$ cat src/rtl/swad_pkg.sv
// Shared constants, item codes and pipeline types for the sliding-window
// anagram detector. No dependencies; swad_front, swad_tally, swad_outq and the top level import this.
`default_nettype none

package swad_pkg;

  // Sizing
  localparam int MAX_PATTERN   = 64;
  localparam int ALPHABET_SIZE = 26;

  // Field widths fixed by the stream format
  localparam int OP_W       = 2;
  localparam int LETTER_W   = 5;
  localparam int IN_DATA_W  = 8;
  localparam int OUT_DATA_W = 8;

  // Derived widths
  localparam int HIST_AW = (MAX_PATTERN > 1) ? $clog2(MAX_PATTERN) : 1;
  localparam int LEN_W   = $clog2(MAX_PATTERN + 1);
  localparam int BIN_AW  = (ALPHABET_SIZE > 1) ? $clog2(ALPHABET_SIZE) : 1;
  // counts hold window-minus-pattern differences in [-MAX, +MAX], kept modulo 2^CNT_W
  localparam int CNT_W   = $clog2(MAX_PATTERN + 1) + 1;
  localparam int TALLY_W = $clog2(ALPHABET_SIZE + 1);

  // Result queue (power of two)
  localparam int QUEUE_DEPTH = 4;
  localparam int QA_W        = $clog2(QUEUE_DEPTH);
  localparam int QCNT_W      = $clog2(QUEUE_DEPTH + 1);

  typedef enum logic [OP_W-1:0] {
    OP_START   = 2'd0,
    OP_PATTERN = 2'd1,
    OP_TEXT    = 2'd2,
    OP_END     = 2'd3
  } op_t;

  // Item leaving the front stage (window bookkeeping already decided)
  typedef struct packed {
    logic                valid;
    op_t                 op;
    logic [LETTER_W-1:0] letter;
    logic                pat_add;    // pattern letter counted
    logic                add_en;     // text letter enters a bin
    logic                evict;      // oldest ring letter leaves the window
    logic                empty_pat;  // pattern length is zero
    logic                overflow;   // sticky overflow flag after this item
  } front_t;

  // One result beat
  typedef struct packed {
    logic overflow;
    logic is_end;
    logic found;
    logic match;
  } res_t;

endpackage

`default_nettype wire

$ cat src/rtl/swad_ram.sv
// Generic single-port-write, single-port-read RAM with a registered read
// (read-old on a same-address collision). No dependencies.
`default_nettype none

module swad_ram #(
  parameter int WIDTH = 8,
  parameter int DEPTH = 32
) (
  input  logic                                         clk,
  input  logic                                         we,
  input  logic [((DEPTH > 1) ? $clog2(DEPTH) : 1)-1:0] waddr,
  input  logic [WIDTH-1:0]                             wdata,
  input  logic [((DEPTH > 1) ? $clog2(DEPTH) : 1)-1:0] raddr,
  output logic [WIDTH-1:0]                             rdata
);

  logic [WIDTH-1:0] mem [DEPTH];

  always_ff @(posedge clk) begin
    if (we) begin
      mem[waddr] <= wdata;
    end
    rdata <= mem[raddr];
  end

endmodule

`default_nettype wire

$ cat src/rtl/swad_front.sv
// Front stage: decodes each accepted beat, keeps pattern length, window fill,
// ring pointer and overflow flag, and owns the letter history ring.
// Depends on swad_pkg and swad_ram.
`default_nettype none

module swad_front import swad_pkg::*; (
  input  logic                clk,
  input  logic                rst,
  input  logic                accept,
  input  logic [OP_W-1:0]     op,
  input  logic [LETTER_W-1:0] letter,
  output front_t              stage,
  output logic [LETTER_W-1:0] old_letter
);

  logic [LEN_W-1:0]   plen, plen_next;
  logic [LEN_W-1:0]   fill, fill_next;
  logic [HIST_AW-1:0] ptr, ptr_next;
  logic               ovf, ovf_next;
  logic [LEN_W-1:0]   slot_wide;
  logic [HIST_AW-1:0] old_slot;
  logic               letter_ok;
  logic               hist_we;
  logic               pat_add, add_en, evict;
  op_t                op_code;
  front_t             stage_next;

  // Slot of the letter leaving the window: ptr - plen modulo the ring size
  always_comb begin
    if (LEN_W'(ptr) >= plen) begin
      slot_wide = LEN_W'(ptr) - plen;
    end else begin
      slot_wide = LEN_W'(ptr) + LEN_W'(MAX_PATTERN) - plen;
    end
    old_slot = HIST_AW'(slot_wide);
  end

  // Window bookkeeping per item
  always_comb begin
    op_code   = op_t'(op);
    letter_ok = (letter < ALPHABET_SIZE);
    plen_next = plen;
    fill_next = fill;
    ptr_next  = ptr;
    ovf_next  = ovf;
    hist_we   = 1'b0;
    pat_add   = 1'b0;
    add_en    = 1'b0;
    evict     = 1'b0;
    if (accept) begin
      unique case (op_code)
        OP_START: begin
          plen_next = '0;
          fill_next = '0;
          ptr_next  = '0;
          ovf_next  = 1'b0;
        end
        OP_PATTERN: begin
          // pattern letters only count before any text arrived
          if (fill == '0 && letter_ok) begin
            if (plen >= LEN_W'(MAX_PATTERN)) begin
              ovf_next = 1'b1;
            end else begin
              plen_next = plen + LEN_W'(1);
              pat_add   = 1'b1;
            end
          end
        end
        OP_TEXT: begin
          if (plen != '0) begin
            hist_we = 1'b1;
            add_en  = letter_ok;
            if (fill >= plen) begin
              evict = 1'b1;
            end else begin
              fill_next = fill + LEN_W'(1);
            end
            ptr_next = (ptr == HIST_AW'(MAX_PATTERN - 1)) ? '0 : ptr + HIST_AW'(1);
          end
        end
        OP_END: begin
        end
      endcase
    end
  end

  // Item handed to the count stage
  always_comb begin
    stage_next.valid     = accept;
    stage_next.op        = op_code;
    stage_next.letter    = letter;
    stage_next.pat_add   = pat_add;
    stage_next.add_en    = add_en;
    stage_next.evict     = evict;
    stage_next.empty_pat = (plen_next == '0);
    stage_next.overflow  = ovf_next;
  end

  always_ff @(posedge clk) begin
    if (rst) begin
      plen  <= '0;
      fill  <= '0;
      ptr   <= '0;
      ovf   <= 1'b0;
      stage <= '0;
    end else begin
      plen  <= plen_next;
      fill  <= fill_next;
      ptr   <= ptr_next;
      ovf   <= ovf_next;
      stage <= stage_next;
    end
  end

  // Letter history ring; read and write share the accept edge (read-old)
  swad_ram #(
    .WIDTH (LETTER_W),
    .DEPTH (MAX_PATTERN)
  ) u_hist (
    .clk   (clk),
    .we    (hist_we),
    .waddr (ptr),
    .wdata (letter),
    .raddr (old_slot),
    .rdata (old_letter)
  );

endmodule

`default_nettype wire

$ cat src/rtl/swad_tally.sv
// Count stage: two count memories (window adds, pattern plus window removals),
// read-modify-write with one-deep forwarding, and a running tally of bins
// whose difference is nonzero. Depends on swad_pkg and swad_ram.
`default_nettype none

module swad_tally import swad_pkg::*; (
  input  logic                clk,
  input  logic                rst,
  input  front_t              stage,
  input  logic [LETTER_W-1:0] old_letter,
  output logic                busy,
  output logic                res_valid,
  output res_t                res
);

  typedef struct packed {
    logic              valid;
    op_t               op;
    logic              up_en;
    logic              dn_en;
    logic [BIN_AW-1:0] bin_a;
    logic [BIN_AW-1:0] bin_b;
    logic              empty_pat;
    logic              overflow;
  } s2_t;

  typedef struct packed {
    logic              en;
    logic [BIN_AW-1:0] addr;
    logic [CNT_W-1:0]  data;
  } wr_t;

  s2_t                    s2, s2_next;
  wr_t                    up_w, dn_w;
  logic                   sub_en;
  logic [ALPHABET_SIZE-1:0] up_vld, dn_vld;
  logic [CNT_W-1:0]       up_qa, up_qb, dn_qa, dn_qb;
  logic [CNT_W-1:0]       ua, ub, da, db;
  logic [CNT_W-1:0]       d_a, d_b;
  logic [CNT_W-1:0]       up_wdata, dn_wdata;
  logic                   up_we, dn_we;
  logic                   a_was, a_now, b_was, b_now;
  logic [1:0]             inc, dec;
  logic [TALLY_W-1:0]     tally, tally_next;
  logic                   found, found_next;
  logic                   is_start, match;

  // Forwarded value, else stored value, else zero for a bin untouched since start
  function automatic logic [CNT_W-1:0] pick(input wr_t w, input logic [BIN_AW-1:0] addr,
                                            input logic vld, input logic [CNT_W-1:0] q);
    if (w.en && w.addr == addr) begin
      pick = w.data;
    end else if (vld) begin
      pick = q;
    end else begin
      pick = '0;
    end
  endfunction

  // Stage 1: choose the bins to touch, issue memory reads
  always_comb begin
    sub_en          = stage.evict && (old_letter < ALPHABET_SIZE);
    s2_next.valid   = stage.valid;
    s2_next.op      = stage.op;
    s2_next.up_en   = stage.add_en;
    s2_next.dn_en   = stage.pat_add || sub_en;
    s2_next.bin_a   = stage.add_en ? BIN_AW'(stage.letter) : '0;
    if (stage.pat_add) begin
      s2_next.bin_b = BIN_AW'(stage.letter);
    end else if (sub_en) begin
      s2_next.bin_b = BIN_AW'(old_letter);
    end else begin
      s2_next.bin_b = '0;
    end
    s2_next.empty_pat = stage.empty_pat;
    s2_next.overflow  = stage.overflow;
  end

  // Stage 2: differences before the update and the tally change
  always_comb begin
    ua  = pick(up_w, s2.bin_a, up_vld[s2.bin_a], up_qa);
    da  = pick(dn_w, s2.bin_a, dn_vld[s2.bin_a], dn_qa);
    ub  = pick(up_w, s2.bin_b, up_vld[s2.bin_b], up_qb);
    db  = pick(dn_w, s2.bin_b, dn_vld[s2.bin_b], dn_qb);
    d_a = ua - da;
    d_b = ub - db;
    a_was = (d_a != '0);
    a_now = ((d_a + CNT_W'(1)) != '0);
    b_was = (d_b != '0);
    b_now = ((d_b - CNT_W'(1)) != '0);
    up_we    = s2.valid && s2.up_en;
    dn_we    = s2.valid && s2.dn_en;
    up_wdata = ua + CNT_W'(1);
    dn_wdata = db + CNT_W'(1);
    // letter entering equals letter leaving: difference unchanged
    if (up_we && dn_we && s2.bin_a == s2.bin_b) begin
      inc = 2'd0;
      dec = 2'd0;
    end else begin
      inc = {1'b0, up_we && !a_was && a_now} + {1'b0, dn_we && !b_was && b_now};
      dec = {1'b0, up_we && a_was && !a_now} + {1'b0, dn_we && b_was && !b_now};
    end
    tally_next = tally + TALLY_W'(inc) - TALLY_W'(dec);
    match      = (tally_next == '0);
    is_start   = s2.valid && (s2.op == OP_START);
    res_valid  = s2.valid && (s2.op == OP_TEXT || s2.op == OP_END);
    found_next = found || match;
  end

  // Result beat
  always_comb begin
    res.match    = match;
    res.found    = found_next || s2.empty_pat;
    res.is_end   = (s2.op == OP_END);
    res.overflow = s2.overflow;
    busy         = s2.valid;
  end

  // Pipeline register
  always_ff @(posedge clk) begin
    if (rst) begin
      s2 <= '0;
    end else begin
      s2 <= s2_next;
    end
  end

  // Tally, found flag, bin valid bits and forwarding registers
  always_ff @(posedge clk) begin
    // forwarded payload, qualified by the enables below
    up_w.addr <= s2.bin_a;
    up_w.data <= up_wdata;
    dn_w.addr <= s2.bin_b;
    dn_w.data <= dn_wdata;
    if (rst || is_start) begin
      tally   <= '0;
      found   <= 1'b0;
      up_vld  <= '0;
      dn_vld  <= '0;
      up_w.en <= 1'b0;
      dn_w.en <= 1'b0;
    end else begin
      if (s2.valid) begin
        tally <= tally_next;
      end
      if (res_valid) begin
        found <= found_next;
      end
      if (up_we) begin
        up_vld[s2.bin_a] <= 1'b1;
      end
      if (dn_we) begin
        dn_vld[s2.bin_b] <= 1'b1;
      end
      up_w.en <= up_we;
      dn_w.en <= dn_we;
    end
  end

  // Window-add counts, duplicated for two read addresses
  swad_ram #(.WIDTH(CNT_W), .DEPTH(ALPHABET_SIZE)) u_up_a (
    .clk(clk), .we(up_we), .waddr(s2.bin_a), .wdata(up_wdata),
    .raddr(s2_next.bin_a), .rdata(up_qa)
  );
  swad_ram #(.WIDTH(CNT_W), .DEPTH(ALPHABET_SIZE)) u_up_b (
    .clk(clk), .we(up_we), .waddr(s2.bin_a), .wdata(up_wdata),
    .raddr(s2_next.bin_b), .rdata(up_qb)
  );

  // Pattern-plus-removal counts, duplicated for two read addresses
  swad_ram #(.WIDTH(CNT_W), .DEPTH(ALPHABET_SIZE)) u_dn_a (
    .clk(clk), .we(dn_we), .waddr(s2.bin_b), .wdata(dn_wdata),
    .raddr(s2_next.bin_a), .rdata(dn_qa)
  );
  swad_ram #(.WIDTH(CNT_W), .DEPTH(ALPHABET_SIZE)) u_dn_b (
    .clk(clk), .we(dn_we), .waddr(s2.bin_b), .wdata(dn_wdata),
    .raddr(s2_next.bin_b), .rdata(dn_qb)
  );

endmodule

`default_nettype wire

$ cat src/rtl/swad_outq.sv
// Small result queue between the count stage and the output stream.
// Depends on swad_pkg.
`default_nettype none

module swad_outq import swad_pkg::*; (
  input  logic              clk,
  input  logic              rst,
  input  logic              push,
  input  res_t              push_data,
  input  logic              ready,
  output logic              valid,
  output res_t              head,
  output logic [QCNT_W-1:0] count
);

  res_t            entries [QUEUE_DEPTH];
  logic [QA_W-1:0] wr, rd;
  logic            pop;

  assign valid = (count != '0);
  assign head  = entries[rd];
  assign pop   = valid && ready;

  // Storage
  always_ff @(posedge clk) begin
    if (push) begin
      entries[wr] <= push_data;
    end
  end

  // Pointers and fill count
  always_ff @(posedge clk) begin
    if (rst) begin
      wr    <= '0;
      rd    <= '0;
      count <= '0;
    end else begin
      if (push) begin
        wr <= wr + QA_W'(1);
      end
      if (pop) begin
        rd <= rd + QA_W'(1);
      end
      count <= count + QCNT_W'(push) - QCNT_W'(pop);
    end
  end

endmodule

`default_nettype wire

$ cat src/rtl/sliding_window_anagram_detect_core.sv
// Sliding-window anagram detector, top level. Depends on swad_pkg, swad_front,
// swad_tally, swad_outq (and swad_ram through them).
//
// Send a start beat, then pattern letters, then text letters, then an end
// beat. Each text beat and the end beat return one result beat: window_match
// says the last pattern-length text letters are a permutation of the pattern,
// found is sticky since start (or the pattern is empty), pattern_overflow
// flags pattern letters dropped past 64, and tlast marks the answer to the end
// beat. Start and pattern beats return nothing. The block takes one beat per
// clock while s_tready is high; a result goes through the front stage register
// and history-ring read, the count-stage register and read-modify-write of the
// letter count memories, then the result queue. s_tready drops only when the
// four-entry queue plus the beats in the pipeline would fill it, so with m_tready
// held high the input never stalls. No clearing pass is needed after reset or start.
`default_nettype none

module sliding_window_anagram_detect_core import swad_pkg::*; (
  input  logic                  clk,
  input  logic                  rst,
  input  logic                  s_tvalid,
  output logic                  s_tready,
  input  logic [IN_DATA_W-1:0]  s_tdata,   // [4:0] letter, rest zero
  input  logic [OP_W-1:0]       s_tuser,   // [1:0] operation
  output logic                  m_tvalid,
  input  logic                  m_tready,
  output logic [OUT_DATA_W-1:0] m_tdata,   // [0] window_match, [1] found, [2] pattern_overflow
  output logic                  m_tlast    // end_of_text
);

  logic                accept;
  front_t              stage;
  logic [LETTER_W-1:0] old_letter;
  logic                busy2;
  logic                res_valid;
  res_t                res;
  res_t                head;
  logic [QCNT_W-1:0]   q_count;
  logic [QCNT_W:0]     occupancy;

  // Accept only while every beat in flight is sure of a queue slot
  assign occupancy = {1'b0, q_count} + (QCNT_W + 1)'(stage.valid) + (QCNT_W + 1)'(busy2);
  assign s_tready  = (occupancy < (QCNT_W + 1)'(QUEUE_DEPTH));
  assign accept    = s_tvalid && s_tready;

  swad_front u_front (
    .clk        (clk),
    .rst        (rst),
    .accept     (accept),
    .op         (s_tuser),
    .letter     (s_tdata[LETTER_W-1:0]),
    .stage      (stage),
    .old_letter (old_letter)
  );

  swad_tally u_tally (
    .clk        (clk),
    .rst        (rst),
    .stage      (stage),
    .old_letter (old_letter),
    .busy       (busy2),
    .res_valid  (res_valid),
    .res        (res)
  );

  swad_outq u_outq (
    .clk       (clk),
    .rst       (rst),
    .push      (res_valid),
    .push_data (res),
    .ready     (m_tready),
    .valid     (m_tvalid),
    .head      (head),
    .count     (q_count)
  );

  // Output beat packing
  assign m_tdata = OUT_DATA_W'({head.overflow, head.found, head.match});
  assign m_tlast = head.is_end;

endmodule

`default_nettype wire

$ cat config.mk
export PLATFORM = sky130hd
export DESIGN_NAME = sliding_window_anagram_detect_core
export DESIGN_NICKNAME = d
export VERILOG_FILES = /design/src/rtl/swad_pkg.sv /design/src/rtl/swad_ram.sv /design/src/rtl/swad_front.sv /design/src/rtl/swad_tally.sv /design/src/rtl/swad_outq.sv /design/src/rtl/sliding_window_anagram_detect_core.sv
export SDC_FILE = /design/constraint.sdc
export NUM_CORES = 2
export LEC_CHECK = 0
export BUFFER_PORTS_ARGS = -buffer_cell sky130_fd_sc_hd__buf_2
export CAP_MARGIN = 5
export CORE_ASPECT_RATIO = 0.7
export CORE_MARGIN = 2
export CORE_UTILIZATION = 65
export CTS_CLUSTER_DIAMETER = 120
export CTS_CLUSTER_SIZE = 40
export DETAILED_ROUTE_END_ITERATION = 10
export HOLD_SLACK_MARGIN = 0.1
export MAX_ROUTING_LAYER = met4
export PLACE_DENSITY = 0.93
export SYNTH_ARGS = -nofsm -noshare
export SYNTH_HDL_FRONTEND = slang
export SYNTH_HIERARCHICAL = 1
export SYNTH_SLANG_ARGS = --single-unit
$ cat constraint.sdc
create_clock -name clk -period 14.7 [get_ports clk]
set_input_delay 0 -clock clk [delete_from_list [all_inputs] [get_ports clk]]
set_output_delay 0 -clock clk [all_outputs]
set_load 0.03 [all_outputs]
==> results.txt <==
* Result of the run: finished, final reports clean
- Number of optimization iterations in the first detailed-route pass: 8
* Dominant cells by area after synthesis: edfxtp_1 (63%), dfxtp_1 (6.6%), mux2i_1 (5.8%), mux4_2 (4.8%), mux4_1 (2.2%)
- Internal power: 4.88 mW
* VDD IR max: 0.133 mV
* Total power: around 6.3 mW
- The mapped netlist covers 0.0556 sq mm.
- Grt met3 use: 0.0492
* First-pass GRT wire length: 188 mm
* CTS Root Cell: clkbuf_16
- Post-CTS setup buffer count: 0
* Post-Synthesis Cells: roughly 3,500
* Via count: around 32,000
- The worst register-to-register path begins at u_tally/s2[2].
* Final number of max-transition violations: 0
- Die width: 353 microns
* Initial Util: 0.657
- The die covers 0.0879 sq mm.
* Synth unique cells: 84
- In the global route stage, met2 resource usage came out at 0.443.
- Sequential group share of total power: 0.667
- Of the total power, the share spent switching nets is 0.221.
* Post-DP HPWL: around 77 mm
* Worst R2R End: u_outq/entries[2][1]
* Psw: 1.38 mW
- Number of maximum-capacitance violations: 0
- In this run, synthesis inferred 1,168 flip-flops with an integrated enable.
- In this run the worst setup path begins at u_tally/s2[2].
- Dividing the final minimum period by the clock period gives 0.526.
- The congestion estimate from routability-driven global placement came to 0.923.
- Worst Path Arrival: 8.24 ns
* Violation count after the first detailed-route iteration: 5,188
- Die height: 249 microns
- Type of element launching the critical path: flip-flop
- Crit path time final: 7.73 ns
- Final setup violation count: 0
- met2 is the most crowded layer.
- Slew HR: 0.156
- Fin. Hold Viols: 0
- Averaged over all synthesized cells, the footprint is 16.1 sq um.
- Port buffering added 16 buffers.
* Area taken by multi-input logic gates: between 0.015 and 0.02 sq mm
- Crit path required time: between 15 and 20 ns
- Sequential cell area: slightly below 0.04 sq mm
- Post-synth ARST share: 0
* Routing usage on met1: 0.417
- After clock tree synthesis, the clock-pin slew on the worst setup and hold paths is 0.13 ns.
- Unrepaired setup endpoints after global routing: false
- Clock tree from TritonCTS: done
* Final Instance Area: 0.0578 sq mm
* Critical setup path kind: flip-flop to flip-flop
* Placed instance area: 0.0565 sq mm
- The H-tree generated during clock tree synthesis spans 2 levels.
* Layout fillers: 4,981
- After routing, the total negative slack on setup checks comes to 0 ns.
* Number of register bits inferred by synthesis: 1,350
- Worst Clk Skew: 0.0587 ns
- Dividing the detail-routed wire length by the instance count gives 27.6 microns.
- After detailed routing, the total wire length is ~130 mm.
- The share of synthesized area in the top cell type comes to 0.631.
- Number of nets with antenna violations after detailed routing: 0
- In the final layout, the share of cells above drive strength 1 is 0.101.
- TritonCTS created 40 clock buffers.
* Core ar.: between 0.08 and 0.09 sq mm
* Sort of element at the end of the critical path: flip-flop
- Logic pwr share: 0.078
* Power share of the clock group: 0.255
- Worst reg2reg setup slack: 6.97 ns
- Hold slack: roughly 0.15 ns
* Standard-cell row count: 89
- Destination of the worst hold path: u_front/u_hist/mem[53][1]
- The clock net in this run drives a total of 1,350 sinks.
- Most frequently used flop master after synthesis: edfxtp_1
- Worst min path class: input pin to flip-flop
* Power density normalized to cell area: 108 mW/mm^2
- The clock reaches the later pin of the worst-skew pair after 0.67 ns.
- Entering global routing, the biggest net connects 121 pins.
- Number of warnings issued by yosys: 6
* Area growth syn-to-layout: 4.01%
* Number of global-route vias before repair: 30,400
- Cell count of the worst reg-to-reg path: 23
- Static leakage: 19.0 nW
- Dividing the detail-routed via count by the number of cells gives 6.98.
- The synthesized design spends more area on one cell type than any other, namely edfxtp_1.
- # nets final: 3,445
- Timing would allow up to about 130 MHz.
- Ports: 25
- For this run, the total global-route usage over all layers was measured as 0.291.
- After detailed routing, the number of remaining DRC violations is 0.
* Launch instance of the worst min-delay path: s_tdata[1]
- For this run the aggregate overflow at the end of global routing stands at 0.
- Along the worst hold path, the cell count comes to 1.
- Initial antenna violation count: 1
- Sequential area share after synthesis: 0.697
- In this run the worst path has a maximum fanout of 37.
- Actual transition at the worst max-transition pin: 1.27 ns
- Number of buffers between clock root and the deepest sink: 3
final cells by class:
cell class | count | share of cell area
antenna | 1 | 0.0000433
clock buffer | 68 | 0.0191
clock inverter | 4 | 0.00130
inverter | 50 | 0.00329
multi-input combinational | 1870 | 0.273
sequential | 1350 | 0.670
tap | 1137 | 0.0246
timing repair buffer | 67 | 0.00870
synth_stat cells (14+ instances only):
library cell  number
xor2_1            36
mux2_2            57
buf_2             59
ha_1              46
a22oi_1           81
nand3_1          129
mux2i_1          321
nor2_1           299
nor3_1            16
nand2_1          145
edfxtp_1        1168
buf_1             30
dfxtp_1          182
a21oi_1          147
xnor2_1           30
inv_1             50
buf_4             14
buf_6             19
or3b_2            15
and2_1            24
mux4_1            46
nand4_1           17
clkbuf_1          59
nor2b_1           60
o21ai_0           26
mux4_2           119
o211ai_1          27
nand3b_1          22
or3_1             18
registers in the layout, indices dropped and copies added (netlist names), 12 cells and up, named ones only:
signal / flops
u_tally/u_up_a/mem: 208
u_tally/up_w: 14
u_tally/s2: 15
u_tally/up_vld: 26
u_tally/u_dn_b/mem: 208
u_outq/entries: 16
u_tally/dn_vld: 26
u_tally/u_dn_a/mem: 208
u_tally/dn_w: 14
u_tally/u_up_b/mem: 208
u_front/stage: 12
u_front/u_hist/mem: 320
cell usage in the layout (no fill, tap or decap), types with 27 or more instances in the layout:
cell / n
a21oi_1: 147
nor2b_1: 60
clkbuf_1: 28
mux2_2: 57
nor2_1: 294
nand2_1: 145
o211ai_1: 27
buf_4: 39
inv_1: 47
mux2i_1: 321
edfxtp_1: 1168
ha_1: 44
mux4_2: 119
clkbuf_16: 40
dfxtp_1: 181
a22oi_1: 81
xor2_1: 31
mux4_1: 46
nand3_1: 129
cell families after synthesis:
kind of cell,share of synthesized area
other cells,0.0000675
xor+xnor,0.0108
flops,0.697
compound gates,0.0445
fa+ha+maj,0.0127
buf+inv,0.0232
simple gates,0.0721
mux,0.140
per-stage QoR:
stage	utilization	std cells	worst slack, ns
finish	0.684	4547	6.97
global route	0.684	4547	6.67
CTS	0.684	4546	7.16
detailed placement	0.668	4463	7.24
global placement	0.668	4463	7.34
floorplan	-	3460	7.75
repair_timing:
| action | 4_1_cts | 5_1_grt |
|---|---|---|
| endpoints found under the setup margin | 0 | 0 |
| hold buffers | 11 | 0 |
| resized for setup | 0 | 0 |
| endpoints found under the hold margin | 230 | 0 |
worst max-delay path by stage:
| stage | end | slack, ns | cells past startpoint |
|---|---|---|---|
| after floorplan | u_outq/entries[0][1] | 7.75 | 30 |
| after global placement | u_outq/entries[2][1] | 7.34 | 23 |
| after detailed placement | u_outq/entries[2][1] | 7.24 | 25 |
| after CTS | u_outq/entries[2][1] | 7.16 | 25 |
| after global routing | u_outq/entries[2][1] | 6.67 | 26 |
| final | u_outq/entries[2][1] | 6.97 | 23 |
routing by layer:
metal	wire length (microns)	part of all wire
met5	0	0
met3	16500	0.13
met1	46500	0.37
met2	58900	0.47
met4	3470	0.028
worst max-delay path, cell delays in order (launching register included):
cell,delay (ns)
dfxtp_2,1.00
mux4_1,0.64
nand2_1,0.10
o21ai_1,0.11
nor3_2,0.66
o21ai_0,0.36
ha_1,0.33
fa_1,0.46
inv_1,0.08
a21o_1,0.15
maj3_1,0.22
mux2i_1,0.22
nand4_1,0.15
nor3b_1,0.37
ha_1,0.20
and2_1,0.15
fa_1,0.46
ha_1,0.30
a21o_1,0.16
a21oi_1,0.17
xnor2_1,0.11
or4_1,0.51
nor2_1,0.41
or3_1,0.25
power by group through the flow:
| stage | sequential, mW | clock, mW | combinational (mW) |
|---|---|---|---|
| 2_1_floorplan | 4.25 | 0 | 0.348 |
| 3_3_place_gp | 4.26 | 0 | 0.446 |
| 3_5_place_dp | 4.26 | 0 | 0.467 |
| 4_1_cts | 4.18 | 1.60 | 0.478 |
| 5_1_grt | 4.18 | 1.71 | 0.512 |
| 6_report | 4.18 | 1.60 | 0.491 |
(Power assumes the default switching activity.)
